## src/hdl/vpw_pkg.sv

```systemverilog
// Package: shared types and constants for the VPW frame transmitter.
`timescale 1ns / 1ps

package vpw_pkg;

  typedef enum logic [1:0] {
    FUNC_TICK  = 2'd0,
    FUNC_WRITE = 2'd1,
    FUNC_START = 2'd2
  } func_t;

  typedef enum logic [1:0] {
    REG_SOF   = 2'd0,
    REG_SHORT = 2'd1,
    REG_LONG  = 2'd2
  } cfg_reg_t;

  localparam int unsigned TICK_W = 16;
  localparam int unsigned FILL_W = 5;
  localparam logic [2:0]  BIT_MSB = 3'd7;

  localparam logic [TICK_W-1:0] SOF_RST   = 16'd200;
  localparam logic [TICK_W-1:0] SHORT_RST = 16'd64;
  localparam logic [TICK_W-1:0] LONG_RST  = 16'd128;

  typedef struct packed {
    func_t      func;
    logic [7:0] data_byte;
  } in_item_t;

  typedef struct packed {
    logic              line_level;
    logic              busy_res;
    logic              rejected;
    logic [FILL_W-1:0] fill_level;
  } out_item_t;

  typedef struct packed {
    logic [TICK_W-1:0] sof_ticks;
    logic [TICK_W-1:0] short_ticks;
    logic [TICK_W-1:0] long_ticks;
  } cfg_t;

endpackage

```

## src/hdl/vpw_ram.sv

```systemverilog
// Generic single-write, single-read RAM with registered read data.
`timescale 1ns / 1ps

module vpw_ram #(
  parameter int WIDTH = 8,
  parameter int DEPTH = 16,
  parameter int AW    = (DEPTH > 1) ? $clog2(DEPTH) : 1
) (
  input  logic             clk,
  input  logic             we,
  input  logic [AW-1:0]    waddr,
  input  logic [WIDTH-1:0] wdata,
  input  logic [AW-1:0]    raddr,
  output logic [WIDTH-1:0] rdata
);

  logic [WIDTH-1:0] mem [DEPTH];

  always_ff @(posedge clk) begin
    if (we) begin
      mem[waddr] <= wdata;
    end
    rdata <= mem[raddr];
  end

endmodule

```

## src/hdl/vpw_ctrl.sv

```systemverilog
// Frame buffer, symbol sequencer and tick timer of the VPW transmitter.
`timescale 1ns / 1ps

module vpw_ctrl #(
  parameter int BUF_DEPTH = 16
) (
  input  logic              clk,
  input  logic              rst_n,
  input  logic              step_en,
  input  vpw_pkg::in_item_t item,
  input  vpw_pkg::cfg_t     cfg,
  output vpw_pkg::out_item_t res
);
  import vpw_pkg::*;

  localparam int AW = (BUF_DEPTH > 1) ? $clog2(BUF_DEPTH) : 1;
  localparam int CW = $clog2(BUF_DEPTH + 1);

  logic [CW-1:0]     count_r, count_nxt;
  logic [CW-1:0]     pos_r, pos_nxt;
  logic [CW-1:0]     pos_inc;
  logic [2:0]        bit_r, bit_nxt;
  logic              sending_r, sending_nxt;
  logic              in_sof_r, in_sof_nxt;
  logic              act_r, act_nxt;
  logic              line_r, line_nxt;
  logic [TICK_W-1:0] ticks_r, ticks_nxt;
  logic [7:0]        byte_r, byte_nxt;

  logic              ram_we;
  logic [AW-1:0]     ram_raddr;
  logic [7:0]        ram_rdata;
  logic              rej;
  logic              load;
  logic              fin;
  logic              sym_bit;

  assign pos_inc = pos_r + CW'(1);

  // Read port always points at the next byte to send, so its data is
  // ready by the time the current byte (or the SOF pulse) runs out.
  assign ram_raddr = (sending_r && !in_sof_r) ? pos_inc[AW-1:0] : '0;

  vpw_ram #(
    .WIDTH (8),
    .DEPTH (BUF_DEPTH),
    .AW    (AW)
  ) u_frame_ram (
    .clk   (clk),
    .we    (ram_we),
    .waddr (count_r[AW-1:0]),
    .wdata (item.data_byte),
    .raddr (ram_raddr),
    .rdata (ram_rdata)
  );

  always_comb begin
    count_nxt   = count_r;
    pos_nxt     = pos_r;
    bit_nxt     = bit_r;
    sending_nxt = sending_r;
    in_sof_nxt  = in_sof_r;
    act_nxt     = act_r;
    line_nxt    = line_r;
    ticks_nxt   = ticks_r;
    byte_nxt    = byte_r;
    ram_we      = 1'b0;
    rej         = 1'b0;
    load        = 1'b0;
    fin         = 1'b0;
    sym_bit     = 1'b0;

    if (step_en) begin
      unique case (item.func)
        FUNC_TICK: begin
          if (sending_r) begin
            if (ticks_r <= TICK_W'(1)) begin
              if (in_sof_r) begin
                in_sof_nxt = 1'b0;
                if (count_r == '0) begin
                  fin = 1'b1;
                end else begin
                  pos_nxt  = '0;
                  bit_nxt  = BIT_MSB;
                  act_nxt  = 1'b0;
                  byte_nxt = ram_rdata;
                  load     = 1'b1;
                end
              end else begin
                act_nxt = !act_r;
                if (bit_r == 3'd0) begin
                  if (pos_inc >= count_r) begin
                    fin = 1'b1;
                  end else begin
                    pos_nxt  = pos_inc;
                    bit_nxt  = BIT_MSB;
                    byte_nxt = ram_rdata;
                    load     = 1'b1;
                  end
                end else begin
                  bit_nxt = bit_r - 3'd1;
                  load    = 1'b1;
                end
              end
            end else begin
              ticks_nxt = ticks_r - TICK_W'(1);
            end
          end
        end
        FUNC_WRITE: begin
          if (sending_r || count_r >= CW'(BUF_DEPTH)) begin
            rej = 1'b1;
          end else begin
            ram_we    = 1'b1;
            count_nxt = count_r + CW'(1);
          end
        end
        FUNC_START: begin
          if (sending_r) begin
            rej = 1'b1;
          end else begin
            sending_nxt = 1'b1;
            in_sof_nxt  = 1'b1;
            line_nxt    = 1'b1;
            pos_nxt     = '0;
            bit_nxt     = 3'd0;
            act_nxt     = 1'b0;
            ticks_nxt   = cfg.sof_ticks;
          end
        end
        default: ;
      endcase
    end

    // short when the bit matches the phase (passive 0, active 1)
    if (load) begin
      sym_bit   = byte_nxt[bit_nxt];
      line_nxt  = act_nxt;
      ticks_nxt = (sym_bit == act_nxt) ? cfg.short_ticks : cfg.long_ticks;
    end

    if (fin) begin
      sending_nxt = 1'b0;
      in_sof_nxt  = 1'b0;
      line_nxt    = 1'b0;
      count_nxt   = '0;
      pos_nxt     = '0;
      bit_nxt     = 3'd0;
      act_nxt     = 1'b0;
      ticks_nxt   = '0;
    end
  end

  assign res.line_level = line_nxt;
  assign res.busy_res   = sending_nxt;
  assign res.rejected   = rej;
  assign res.fill_level = FILL_W'(count_nxt);

  always_ff @(posedge clk) begin
    if (!rst_n) begin
      count_r   <= '0;
      pos_r     <= '0;
      bit_r     <= 3'd0;
      sending_r <= 1'b0;
      in_sof_r  <= 1'b0;
      act_r     <= 1'b0;
      line_r    <= 1'b0;
      ticks_r   <= '0;
    end else begin
      count_r   <= count_nxt;
      pos_r     <= pos_nxt;
      bit_r     <= bit_nxt;
      sending_r <= sending_nxt;
      in_sof_r  <= in_sof_nxt;
      act_r     <= act_nxt;
      line_r    <= line_nxt;
      ticks_r   <= ticks_nxt;
    end
  end

  always_ff @(posedge clk) begin
    byte_r <= byte_nxt;
  end

`ifndef SYNTH
  a_idle_clean: assert property (@(posedge clk) disable iff (!rst_n)
    !sending_r |-> (!line_r && pos_r == '0 && !in_sof_r))
    else $error("idle with line high or stale position");

  a_sof_line: assert property (@(posedge clk) disable iff (!rst_n)
    in_sof_r |-> (sending_r && line_r))
    else $error("SOF phase without active line");

  a_pos_range: assert property (@(posedge clk) disable iff (!rst_n)
    (sending_r && !in_sof_r) |-> (pos_r < count_r))
    else $error("byte position past fill count");

  a_no_write_busy: assert property (@(posedge clk) disable iff (!rst_n)
    ram_we |-> (!sending_r && count_r < CW'(BUF_DEPTH)))
    else $error("buffer written while sending or full");

  a_line_phase: assert property (@(posedge clk) disable iff (!rst_n)
    (sending_r && !in_sof_r) |-> (line_r == act_r))
    else $error("line level disagrees with symbol phase");
`endif

endmodule

```

## src/hdl/vpw_frame_transmitter_top.sv

```systemverilog
// Top level: config registers, command channel and result register.
`timescale 1ns / 1ps

// VPW frame transmitter.
// Command channel: in_data (func, data_byte) is taken on any clock edge
// with start high; busy is never raised, so one transaction per cycle.
// func write appends a byte to the frame buffer, start sends the SOF pulse
// and then every buffered byte MSB first, tick advances the symbol timer.
// Result channel: every command gives exactly one result on out_data in the
// next cycle, marked by a one-cycle out_valid strobe; the receiver has no
// stall, so results are simply presented and dropped after that cycle.
// Throughput 1 transaction per cycle, set by the single step register stage
// around the sequencer; the frame buffer RAM is read ahead of use so byte
// changes never stall the symbol stream.
// Config: cfg_we writes cfg_wdata to register cfg_idx (0 SOF length,
// 1 short symbol, 2 long symbol, in ticks) at the clock edge; write only
// while no frame is in flight. Other indexes are ignored.
// Reset (synchronous, rst_n low): line low, not sending, buffer empty,
// lengths back to 200 / 64 / 128 ticks.
module vpw_frame_transmitter_top #(
  parameter int BUF_DEPTH = 16
) (
  input  logic               clk,
  input  logic               rst_n,
  input  logic               start,
  output logic               busy,
  input  vpw_pkg::in_item_t  in_data,
  output logic               out_valid,
  output vpw_pkg::out_item_t out_data,
  input  logic               cfg_we,
  input  logic [1:0]         cfg_idx,
  input  logic [15:0]        cfg_wdata
);
  import vpw_pkg::*;

  cfg_t      cfg_r, cfg_nxt;
  out_item_t res;
  out_item_t out_r;
  logic      out_valid_r;
  logic      step_en;

  assign busy    = 1'b0;
  assign step_en = start && !busy;

  always_comb begin
    cfg_nxt = cfg_r;
    if (cfg_we) begin
      unique case (cfg_idx)
        REG_SOF:   cfg_nxt.sof_ticks   = cfg_wdata;
        REG_SHORT: cfg_nxt.short_ticks = cfg_wdata;
        REG_LONG:  cfg_nxt.long_ticks  = cfg_wdata;
        default: ;
      endcase
    end
  end

  always_ff @(posedge clk) begin
    if (!rst_n) begin
      cfg_r.sof_ticks   <= SOF_RST;
      cfg_r.short_ticks <= SHORT_RST;
      cfg_r.long_ticks  <= LONG_RST;
      out_valid_r       <= 1'b0;
    end else begin
      cfg_r       <= cfg_nxt;
      out_valid_r <= step_en;
    end
  end

  always_ff @(posedge clk) begin
    out_r <= res;
  end

  vpw_ctrl #(
    .BUF_DEPTH (BUF_DEPTH)
  ) u_ctrl (
    .clk     (clk),
    .rst_n   (rst_n),
    .step_en (step_en),
    .item    (in_data),
    .cfg     (cfg_r),
    .res     (res)
  );

  assign out_valid = out_valid_r;
  assign out_data  = out_r;

endmodule
```

## config.mk

```make
export PLATFORM = sky130hd
export DESIGN_NAME = vpw_frame_transmitter_top
export DESIGN_NICKNAME = d
export VERILOG_FILES = /design/src/hdl/vpw_pkg.sv /design/src/hdl/vpw_ram.sv /design/src/hdl/vpw_ctrl.sv /design/src/hdl/vpw_frame_transmitter_top.sv
export SDC_FILE = /design/constraint.sdc
export NUM_CORES = 1
export LEC_CHECK = 0
export BUFFER_PORTS_ARGS = -buffer_cell sky130_fd_sc_hd__buf_2
export CORE_UTILIZATION = 55
export DETAILED_ROUTE_END_ITERATION = 6
export PLACE_DENSITY = 0.75
export SETUP_SLACK_MARGIN = 0.2
export SYNTH_ARGS = -nofsm -noshare
export SYNTH_HDL_FRONTEND = slang
export SYNTH_HIERARCHICAL = 1
export SYNTH_SLANG_ARGS = --single-unit
```

## constraint.sdc

```tcl
create_clock -name clk -period 3.5 [get_ports clk]
set_clock_uncertainty 0.05 [all_clocks]
set_input_delay 0.525 -clock clk [delete_from_list [all_inputs] [get_ports clk]]
set_output_delay 0.525 -clock clk [all_outputs]
set_load 0.01 [all_outputs]
```

==> flow_summary.toml, run 1 <==
[placement]
port_buffers = 40
gp_congestion = 0.8608
dp_hpwl_um = 15140
placedCellCount = 1133
pre_cts_ws_ns = -0.2182
placed_cell_area_um2 = 11180

[logic_synthesis]
synthXorXnorAreaFrac_pct = 0.7676
synth_area_leaders = "edfxtp_1, dfxtp_1, mux2i_1"
netlist.area_leader.share_pct = 37.43
synthSimpleGateAreaFrac_pct = 12.84
synth_top_cell_by_area = "edfxtp_1"
synth-compound-area-share_pct = 7.969
ys_ff_latch = 234
syn_area_um2 = 10270
async_reset_ff_share_pct = 0
synthesis.nets = 871
synth_mux_area_share_pct = 14.51
syn-mean-instance-area_um2 = 12.46
synth_edf_count = 128
synthDistinctLibCells = 69
yosysWarningCount = 6
ys_seq_area_share_pct = 58.10
ys.flop_type = "edfxtp_1"
synth.most_common_cell = "edfxtp_1"
synth_top_family_by_area = "multiplexers"
synth_common_cells = "edfxtp_1, dfxtp_1, nand2_1"
syn_inst = 824
synth-adder-area-share_pct = 1.828

[clock_network]
cts.path.max_buffers = 3
cts_tree = "done"
clk_latency_ns = 0.53
cts.sinks = 234
ctsHoldBuffers = 0
clockRootBuffer = "clkbuf_16"
cts_buffers = 24
path_clk_slew_ns = 0.06
htree_levels = 1

[pwr]
power.density_nw_per_um2 = 495.2
peakVddDrop_mv = 0.4538
power_leakage_nw = 4.616
finalPower_mw = 6.087

[setup_path]
cp_max_fo = 8
cpPeakStageDelay_ns = 0.39
cp_slowest_cell = "a211oi_4"
start_kind = "register"
arrival_ns = 4.05
crit_top_cell = "ha_4"
endpoint_kind = "register"
cp.required_ns = 3.90
crit_type = "reg2reg"
path_cells = "ha_4 > nand3_4 > xnor2_4 > ha_4 > a21oi_4 > o211ai_1 > a211oi_4 > buf_12 > mux2_4 > mux2i_4 > o22ai_4 > buf_6 > nor3_2 > buf_4 > o21ai_0 > a211o_1 > a21oi_2"

[sta]
rsz0062_at_grt = "true"
fmax_mhz = 274.0
slew_headroom_pct = 38.26
hold_viol = 0
setup_ws_ns = -0.1493
tns_ns = -1.801
timing.hold.ws_ns = 0.2149
fin_crit_ns = 3.649
maxSlewViolCount = 0
tightest_slew_ns = 0.9233
setup_viol = 16
finalCritPeriodShare_pct = 104.3

[die]
core_um2 = 18150
core.rowCount = 49
ios = 42
start_util_pct = 56.58
die_h_um = 138.6
die-area_um2 = 19220
die_w_um = 138.6

[global_routing]
antenna_found_initial = 0
grt_overflow = 0
grt_pass1_vias = 6826
grt_util_all_layers_pct = 24.09
grt_max_degree = 68
grt_pass1_wl_um = 36150

[hold_path]
min_path_type = "in2reg"

[drt]
finalWirelength_um = 22900
wl_per_cell_um = 19.25
drtAntennaViolNets = 0
drtPass1Iterations = 7
avgViaCountPerCell = 5.859
drcViolationCount = 11
dr_total_vias = 6972
drt_iter0_drc = 554

[final_layout]
finalNetCount = 991
fin_util_pct = 67.73
multi_input_area_um2 = 4140
fillCellCount = 1263
final_area_um2 = 12290
n_antenna_cell = 0
seqCellArea_um2 = 5976
drive_above_1_share_pct = 26.43
syn_to_final_growth_pct = 19.70
finalNonFillerCells = 1190

[run_status]
violations = "design-rule violations, negative setup slack"
run_status = "finished, violations left"

[job]
maxCapViolCount = 0
==> cell usage in the layout, fill, tap and decap left out, types with 6 or more instances in the layout <==
cell type  count
edfxtp_1     128
dfxtp_1      102
nand2_1       93
buf_4         91
mux2i_1       60
nor2_1        60
buf_2         40
a21oi_1       36
clkbuf_16     25
inv_1         21
nor3_1        20
o21ai_0       20
a22oi_1       20
mux4_2        18
mux4_1        14
nand3_1       13
nor2b_1       11
nand2b_1      11
ha_1          11
nor4_1         9
o22ai_1        7
or3_1          6
xnor2_1        6
==> layout make-up <==
type	count	area share, %
Clock buffer	30	5.415
Clock inverter	13	1.089
Inverter	22	0.6718
Multi-Input combinational cell	523	33.68
Sequential cell	234	48.62
Tap cell	229	2.331
Timing Repair Buffer	139	8.194
==> layer usage <==
layer / global-route usage, % / vias up / wire [um]
met5: 0 / - / 0
met1: 34.25 / 3414 / 10310
met3: 4.489 / 50 / 1392
li1: - / 3283 / -
met2: 38.04 / 225 / 10600
met4: 6.959 / 0 / 600
==> timing repair <==
action,CTS,global route
cloned,1,0
gates resized for setup,25,15
setup endpoints to repair,16,16
hold endpoints to repair,0,0
setup buffers,12,1
pin swaps,12,7
==> cells by family (layout without fill, tap and decap cells) <==
logic type,after synthesis,in the layout
buffers and inverters,67,204
multiplexers,102,102
other,1,1
AND/OR/NAND/NOR,269,269
flip-flops,234,234
adder cells (fa/ha/maj),15,15
AO/OA/AOI/OAI,127,127
XOR/XNOR,9,9
==> critical path, delay by kind of cell (launching register included) <==
kind            cells  cell delay, ns
compound gates      7            1.36
xor+xnor            1            0.20
fa+ha+maj           2            0.40
buf+inv             3            0.49
flops               1            0.37
mux                 2            0.49
simple gates        2            0.21
==> registers in the layout, indices dropped and copies added (netlist names) <==
register                  count
out_valid                     1
u_ctrl/byte_r                 8
u_ctrl/pos_r                  5
u_ctrl/bit_r                  3
u_ctrl/sending_r              1
u_ctrl/act_r                  1
u_ctrl/u_frame_ram/mem      128
out_data                      8
cfg_r                        48
u_ctrl/in_sof_r               1
u_ctrl/count_r                5
u_ctrl/line_r                 1
u_ctrl/u_frame_ram/rdata      8
u_ctrl/ticks_r               16
==> final timing paths <==
kind	startpoint	end	slack, ns	cells after the start
setup / recovery	u_ctrl/pos_r[1]	u_ctrl/ticks_r[4]	-0.15	17
hold reg to reg	cfg_r[36]	cfg_r[36]	0.41	2
setup reg to reg	u_ctrl/pos_r[1]	u_ctrl/ticks_r[4]	-0.15	17
hold / removal	rst_n	u_ctrl/line_r	0.21	2
==> power by group <==
part | switching (mW) | leakage [nW] | total, mW | internal (mW)
logic | 0.334 | 2.20 | 0.585 | 0.252
clock network | 1.02 | 0.396 | 2.52 | 1.50
registers | 0.0355 | 2.02 | 2.98 | 2.95
No activity file was read; power rests on OpenSTA's default activity.
==> inputs of run 2 (changes only) <==
--- a/config.mk
+++ b/config.mk
@@ -13,4 +13,3 @@
 export SYNTH_ARGS = -nofsm -noshare
 export SYNTH_HDL_FRONTEND = slang
-export SYNTH_HIERARCHICAL = 1
 export SYNTH_SLANG_ARGS = --single-unit
--- a/constraint.sdc
+++ b/constraint.sdc
@@ -3,3 +3,3 @@
 set_input_delay 0.525 -clock clk [delete_from_list [all_inputs] [get_ports clk]]
 set_output_delay 0.525 -clock clk [all_outputs]
-set_load 0.01 [all_outputs]
+set_load 0.05 [all_outputs]
==> flow_summary.toml, run 2 <==
[final_layout]
reg_top3 = "u_ctrl.u_frame_ram.mem x128, cfg_r x48, u_ctrl.ticks_r x16"
fillCellCount = 1348
layout_common_cells = "nand2_1, edfxtp_1, dfxtp_1"
largest_reg_flops = 128
drive_above_1_share_pct = 19.05
n_antenna_cell = 0
final_area_um2 = 11920
syn_to_final_growth_pct = 16.46
final_common_cell = "nand2_1"
largest_register = "u_ctrl.u_frame_ram.mem"
finalNetCount = 1060
finalNonFillerCells = 1258

[setup_path]
cp.required_ns = 3.84
cp_slowest_cell = "dfxtp_4"
cpPeakStageDelay_ns = 0.36
r2r_cells = 17
cp_top_family = "compound AO/OA/AOI/OAI gates"
path_cells = "ha_4 > nand3_4 > xnor2_4 > ha_4 > nand2_4 > nor2_4 > a21oi_2 > buf_4 > o211ai_1 > o2bb2ai_2 > a21oi_2 > a22o_1 > o21ai_4 > xor2_4 > buf_4 > nor4_1 > o21ai_1"
arrival_ns = 3.75
start_kind = "register"
cp.depth = 17
cp_num_buf_inv = 2
rr_startpoint = "u_ctrl.pos_r[0]"
reg2reg_slack_ns = 0.09
crit_type = "reg2reg"
endpoint_kind = "register"
cp_max_fo = 6
r2r_end = "u_ctrl.ticks_r[6]"

[sta]
slew_headroom_pct = 45.73
fmax_mhz = 293.0
finalCritPeriodShare_pct = 97.52
fin_crit_ns = 3.413
timing.hold.ws_ns = 0.2099
rsz0062_at_grt = "true"
setup_viol = 0
setup_ws_ns = 0.08692
hold_viol = 0
tightest_slew_ns = 0.8111
maxSlewViolCount = 0

[drt]
drtPass1Iterations = 7
finalWirelength_um = 23120
drt_iter0_drc = 575
met3WireLength_um = 1140
avgViaCountPerCell = 5.835
met2_length_um = 10920
wl_per_cell_um = 18.38
top_layer = "met4"
dr_total_vias = 7340
drt-met1-wl_um = 10520
drtAntennaViolNets = 0
drcViolationCount = 4

[logic_synthesis]
synthDistinctLibCells = 65
ys.flop_type = "edfxtp_1"
syn-mean-instance-area_um2 = 10.83
ys_ff_latch = 234
synth_common_cells = "nand2_1, edfxtp_1, dfxtp_1"
yosysWarningCount = 0
synthesis.nets = 994
synth_edf_count = 128
syn_area_um2 = 10230
synth.most_common_cell = "nand2_1"
ys_seq_area_share_pct = 58.30
synth_area_leaders = "edfxtp_1, dfxtp_1, nand2_1"
synth_top_cell_by_area = "edfxtp_1"
async_reset_ff_share_pct = 0
netlist.area_leader.share_pct = 37.56
syn_inst = 945

[run_status]
run_status = "finished, violations left"
violations = "design-rule violations"

[placement]
gp_congestion = 0.8662
pre_cts_ws_ns = -0.01647
dp_hpwl_um = 15520
placedCellCount = 1206
port_buffers = 40
placed_cell_area_um2 = 10930

[clock_network]
clockRootBuffer = "clkbuf_16"
cts_tree = "done"
clk_latency_ns = 0.51
cts_buffers = 25
cts.sinks = 234
path_clk_slew_ns = 0.06
ctsHoldBuffers = 0
cts.path.max_buffers = 3
htree_levels = 1

[die]
die_w_um = 138.4
start_util_pct = 56.58
core.rowCount = 49
ios = 42
die-area_um2 = 19150
core_um2 = 18090
die_h_um = 138.4

[hold_path]
min_path_type = "in2reg"
hold_end = "cfg_r[7]"
hold_depth = 3
hold_start = "cfg_wdata[7]"

[global_routing]
grt_pass1_vias = 7109
grt_pass1_wl_um = 37650
grt_max_degree = 50
grt_overflow = 0
antenna_found_initial = 0
grt_util_all_layers_pct = 24.60

[pwr]
power.density_nw_per_um2 = 510.9
power_leakage_nw = 4.369
peakVddDrop_mv = 0.3314

[job]
maxCapViolCount = 0
[run 2: metrics by stage]
stage	TNS (ns)	util, %	total power [mW]
4_1_cts	0	65.26	6.095
5_1_grt	-0.6353	65.89	6.290
3_5_place_dp	-0.08354	60.44	3.595
3_3_place_gp	0	60.44	3.585
6_report	0	65.89	6.088
2_1_floorplan	0	-	3.406
[run 2: what timing repair did]
action,in CTS,in global routing
endpoints found under the hold margin,0,0
setup buffers,4,3
gates cloned,0,0
gates resized for setup,12,30
endpoints found under the setup margin,16,16
pin swaps,10,11
[run 2: cell type report]
cell class / instances / area [um2] / share of cell area, %
flip-flops and latches: 234 / 5974 / 50.14
multi-input cells: 641 / 4207 / 35.30
clock buffers: 33 / 665.6 / 5.586
repair buffers: 91 / 599.3 / 5.029
well taps: 229 / 286.5 / 2.404
clock inverters: 12 / 116.4 / 0.9765
inverters: 18 / 67.56 / 0.5670
[run 2: how the worst max path moves through the flow]
stage / from / endpoint / slack (ns)
floorplan: u_ctrl.pos_r[0] / u_ctrl.ticks_r[10] / 0.20
global route: u_ctrl.pos_r[1] / u_ctrl.ticks_r[1] / -0.07
CTS: u_ctrl.pos_r[0] / u_ctrl.ticks_r[5] / 0.11
global placement: u_ctrl.pos_r[1] / u_ctrl.ticks_r[13] / 0.08
detailed placement: u_ctrl.pos_r[1] / u_ctrl.ticks_r[4] / -0.02
finish: u_ctrl.pos_r[0] / u_ctrl.ticks_r[6] / 0.09
[run 2: report_power, final]
part | switching [mW] | internal, mW
registers | 0.0403 | 2.95
clock network | 1.03 | 1.49
logic | 0.345 | 0.235
[run 2: logic make-up (layout without fill, tap and decap cells)]
kind of cell    count (synthesis)  in the layout  synth area share, %
simple gates                  332            332                15.05
flops                         234            234                58.30
compound gates                220            220                13.71
buf+inv                        70            154                2.617
mux                            56             56                6.738
fa+ha+maj                      17             17                2.079
xor+xnor                       15             15                1.467
other cells                     1              1              0.03665
[run 2: per-layer routing]
layer	up-vias	track usage, %
met5	-	0
met4	0	7.392
met3	40	3.256
met2	217	40.05
met1	3542	34.50
li1	3541	-
[run 2: worst register-to-register path, stage by stage (launching register included)]
cell	delay, ns
dfxtp_4	0.36
ha_4	0.17
nand3_4	0.09
xnor2_4	0.17
ha_4	0.31
nand2_4	0.07
nor2_4	0.11
a21oi_2	0.09
buf_4	0.15
o211ai_1	0.26
o2bb2ai_2	0.20
a21oi_2	0.06
a22o_1	0.24
o21ai_4	0.30
xor2_4	0.17
buf_4	0.18
nor4_1	0.19
o21ai_1	0.11
==> inputs of run 3 (changes only) <==
--- a/config.mk
+++ b/config.mk
@@ -10,5 +10,4 @@
 export DETAILED_ROUTE_END_ITERATION = 6
 export PLACE_DENSITY = 0.75
-export SETUP_SLACK_MARGIN = 0.2
 export SYNTH_ARGS = -nofsm -noshare
 export SYNTH_HDL_FRONTEND = slang
--- a/constraint.sdc
+++ b/constraint.sdc
@@ -3,3 +3,3 @@
 set_input_delay 0.525 -clock clk [delete_from_list [all_inputs] [get_ports clk]]
 set_output_delay 0.525 -clock clk [all_outputs]
-set_load 0.05 [all_outputs]
+set_load 0.01 [all_outputs]
==> flow_summary.toml, run 3 (synthesized netlist as in run 2, its figures left out) <==
[run_status]
run_status = "finished, violations left"
violations = "design-rule violations"

[clock_network]
clk_latency_ns = 0.52
cts_buffers = 24
cts.path.max_buffers = 3
htree_levels = 1
path_clk_slew_ns = 0.06
clockRootBuffer = "clkbuf_16"
ctsHoldBuffers = 0
cts_tree = "done"
cts.sinks = 234

[setup_path]
start_kind = "register"
cp_max_fo = 7
crit_type = "reg2reg"
arrival_ns = 3.84
endpoint_kind = "register"
cp.required_ns = 3.85

[final_layout]
fillCellCount = 1353
seqCellArea_um2 = 5969
final_common_cell = "nand2_1"
finalNonFillerCells = 1256
layout_common_cells = "nand2_1, edfxtp_1, dfxtp_1"
largest_reg_flops = 128
multi_input_area_um2 = 4165
n_antenna_cell = 0
syn_to_final_growth_pct = 15.97
drive_above_1_share_pct = 17.92
reg_top3 = "u_ctrl.u_frame_ram.mem x128, cfg_r x48, u_ctrl.ticks_r x16"
largest_register = "u_ctrl.u_frame_ram.mem"
finalNetCount = 1058

[sta]
rsz0062_at_grt = "true"
timing.hold.ws_ns = 0.1989
tightest_slew_ns = 1.104
fin_crit_ns = 3.498
setup_viol = 0
finalCritPeriodShare_pct = 99.94
slew_headroom_pct = 26.11
fmax_mhz = 285.9
maxSlewViolCount = 0
hold_viol = 0

[placement]
gp_congestion = 0.8612
dp_hpwl_um = 15440
placedCellCount = 1204
port_buffers = 40

[drt]
dr_total_vias = 7233
drt_iter0_drc = 640
drtPass1Iterations = 7
avgViaCountPerCell = 5.759
drtAntennaViolNets = 0
drcViolationCount = 2
wl_per_cell_um = 18.30
finalWirelength_um = 22990

[die]
die_w_um = 138.4
start_util_pct = 56.58
core_um2 = 18090
core.rowCount = 49
ios = 42
die_h_um = 138.4
die-area_um2 = 19150

[global_routing]
grt_max_degree = 43
grt_overflow = 0
antenna_found_initial = 0
grt_pass1_vias = 6990
grt_util_all_layers_pct = 24.26
grt_pass1_wl_um = 37030

[job]
maxCapViolCount = 0

[hold_path]
min_path_type = "in2reg"

[pwr]
power_leakage_nw = 4.361
peakVddDrop_mv = 0.3584
power.density_nw_per_um2 = 512.0
==> run 3: changes by cell type in the layout (fill, tap and decap cells not counted), moves of 2 or more <==
cell,delta
a21oi_1,+2
a21oi_2,-3
clkbuf_1,-3
clkbuf_8,+2
dfxtp_2,+2
dfxtp_4,-2
ha_1,+2
nor2_1,+2
o21ai_0,+7
o21ai_1,-2
o21ai_2,-4
==> run 3: worst paths after layout <==
kind / start / endpoint / slack, ns / depth (start not counted)
min reg2reg: cfg_r[20] / cfg_r[20] / 0.41 / 2
min: cfg_wdata[7] / cfg_r[7] / 0.20 / 3
max: u_ctrl.pos_r[0] / u_ctrl.ticks_r[4] / 0.002 / 16
max reg2reg: u_ctrl.pos_r[0] / u_ctrl.ticks_r[4] / 0.002 / 16
==> run 3: repair_timing <==
action / in CTS / in global routing
pin swaps: 4 / 16
gates resized for setup: 9 / 29
gates cloned: 1 / 0
setup buffers: 2 / 5
endpoints found under the hold margin: 0 / 0
setup endpoints to repair: 16 / 16
==> run 3: per-layer routing <==
layer  routed length (um)  vias to the layer above  GRT usage, %  part of all wire, %
met3                 1056                       44         3.187                  4.6
met2                10840                      203         39.35                   47
met4                  501                        0         6.801                  2.2
met5                    0                        -             0                    0
met1                10590                     3459         34.34                   46
li1                     -                     3527             -                    -
==> run 3: worst max-delay path, cell delays in order (launching register included) <==
cell,delay [ns]
dfxtp_2,0.35
ha_4,0.18
nand3_4,0.11
xnor2_4,0.22
ha_4,0.25
a21oi_4,0.20
o2bb2ai_4,0.08
a21oi_4,0.14
o2111a_1,0.25
o221ai_4,0.16
mux2i_1,0.15
a221o_1,0.39
o21ai_4,0.10
buf_6,0.15
xor2_4,0.26
mux2i_1,0.23
a211oi_1,0.09
==> run 3: cell type report <==
| cell class | instances | area share (%) |
|---|---|---|
| Multi-Input combinational cell | 641 | 35.10 |
| Clock inverter | 12 | 0.9490 |
| Timing Repair Buffer | 90 | 4.914 |
| Inverter | 18 | 0.5694 |
| Sequential cell | 234 | 50.31 |
| Clock buffer | 32 | 5.747 |
| Tap cell | 229 | 2.415 |
==> run 3: report_power, final <==
| part | internal [mW] | total [mW] | switching, mW |
|---|---|---|---|
| clock network | 1.51 | 2.54 | 1.03 |
| logic | 0.219 | 0.543 | 0.324 |
| registers | 2.95 | 2.99 | 0.0408 |
==> run 3: through the flow <==
step / total power, mW / utilization [%] / TNS [ns] / worst slack, ns / cell area (um2)
after floorplan: 3.390 / - / 0 / 0.02602 / 10280
after global placement: 3.563 / 60.13 / 0 / 0.06917 / 10880
after detailed placement: 3.572 / 60.13 / -1.190 / -0.1260 / 10880
after CTS: 6.102 / 64.80 / 0 / 0.003780 / 11720
after global routing: 6.282 / 65.61 / -1.605 / -0.1746 / 11870
final: 6.076 / 65.61 / 0 / 0.002230 / 11870
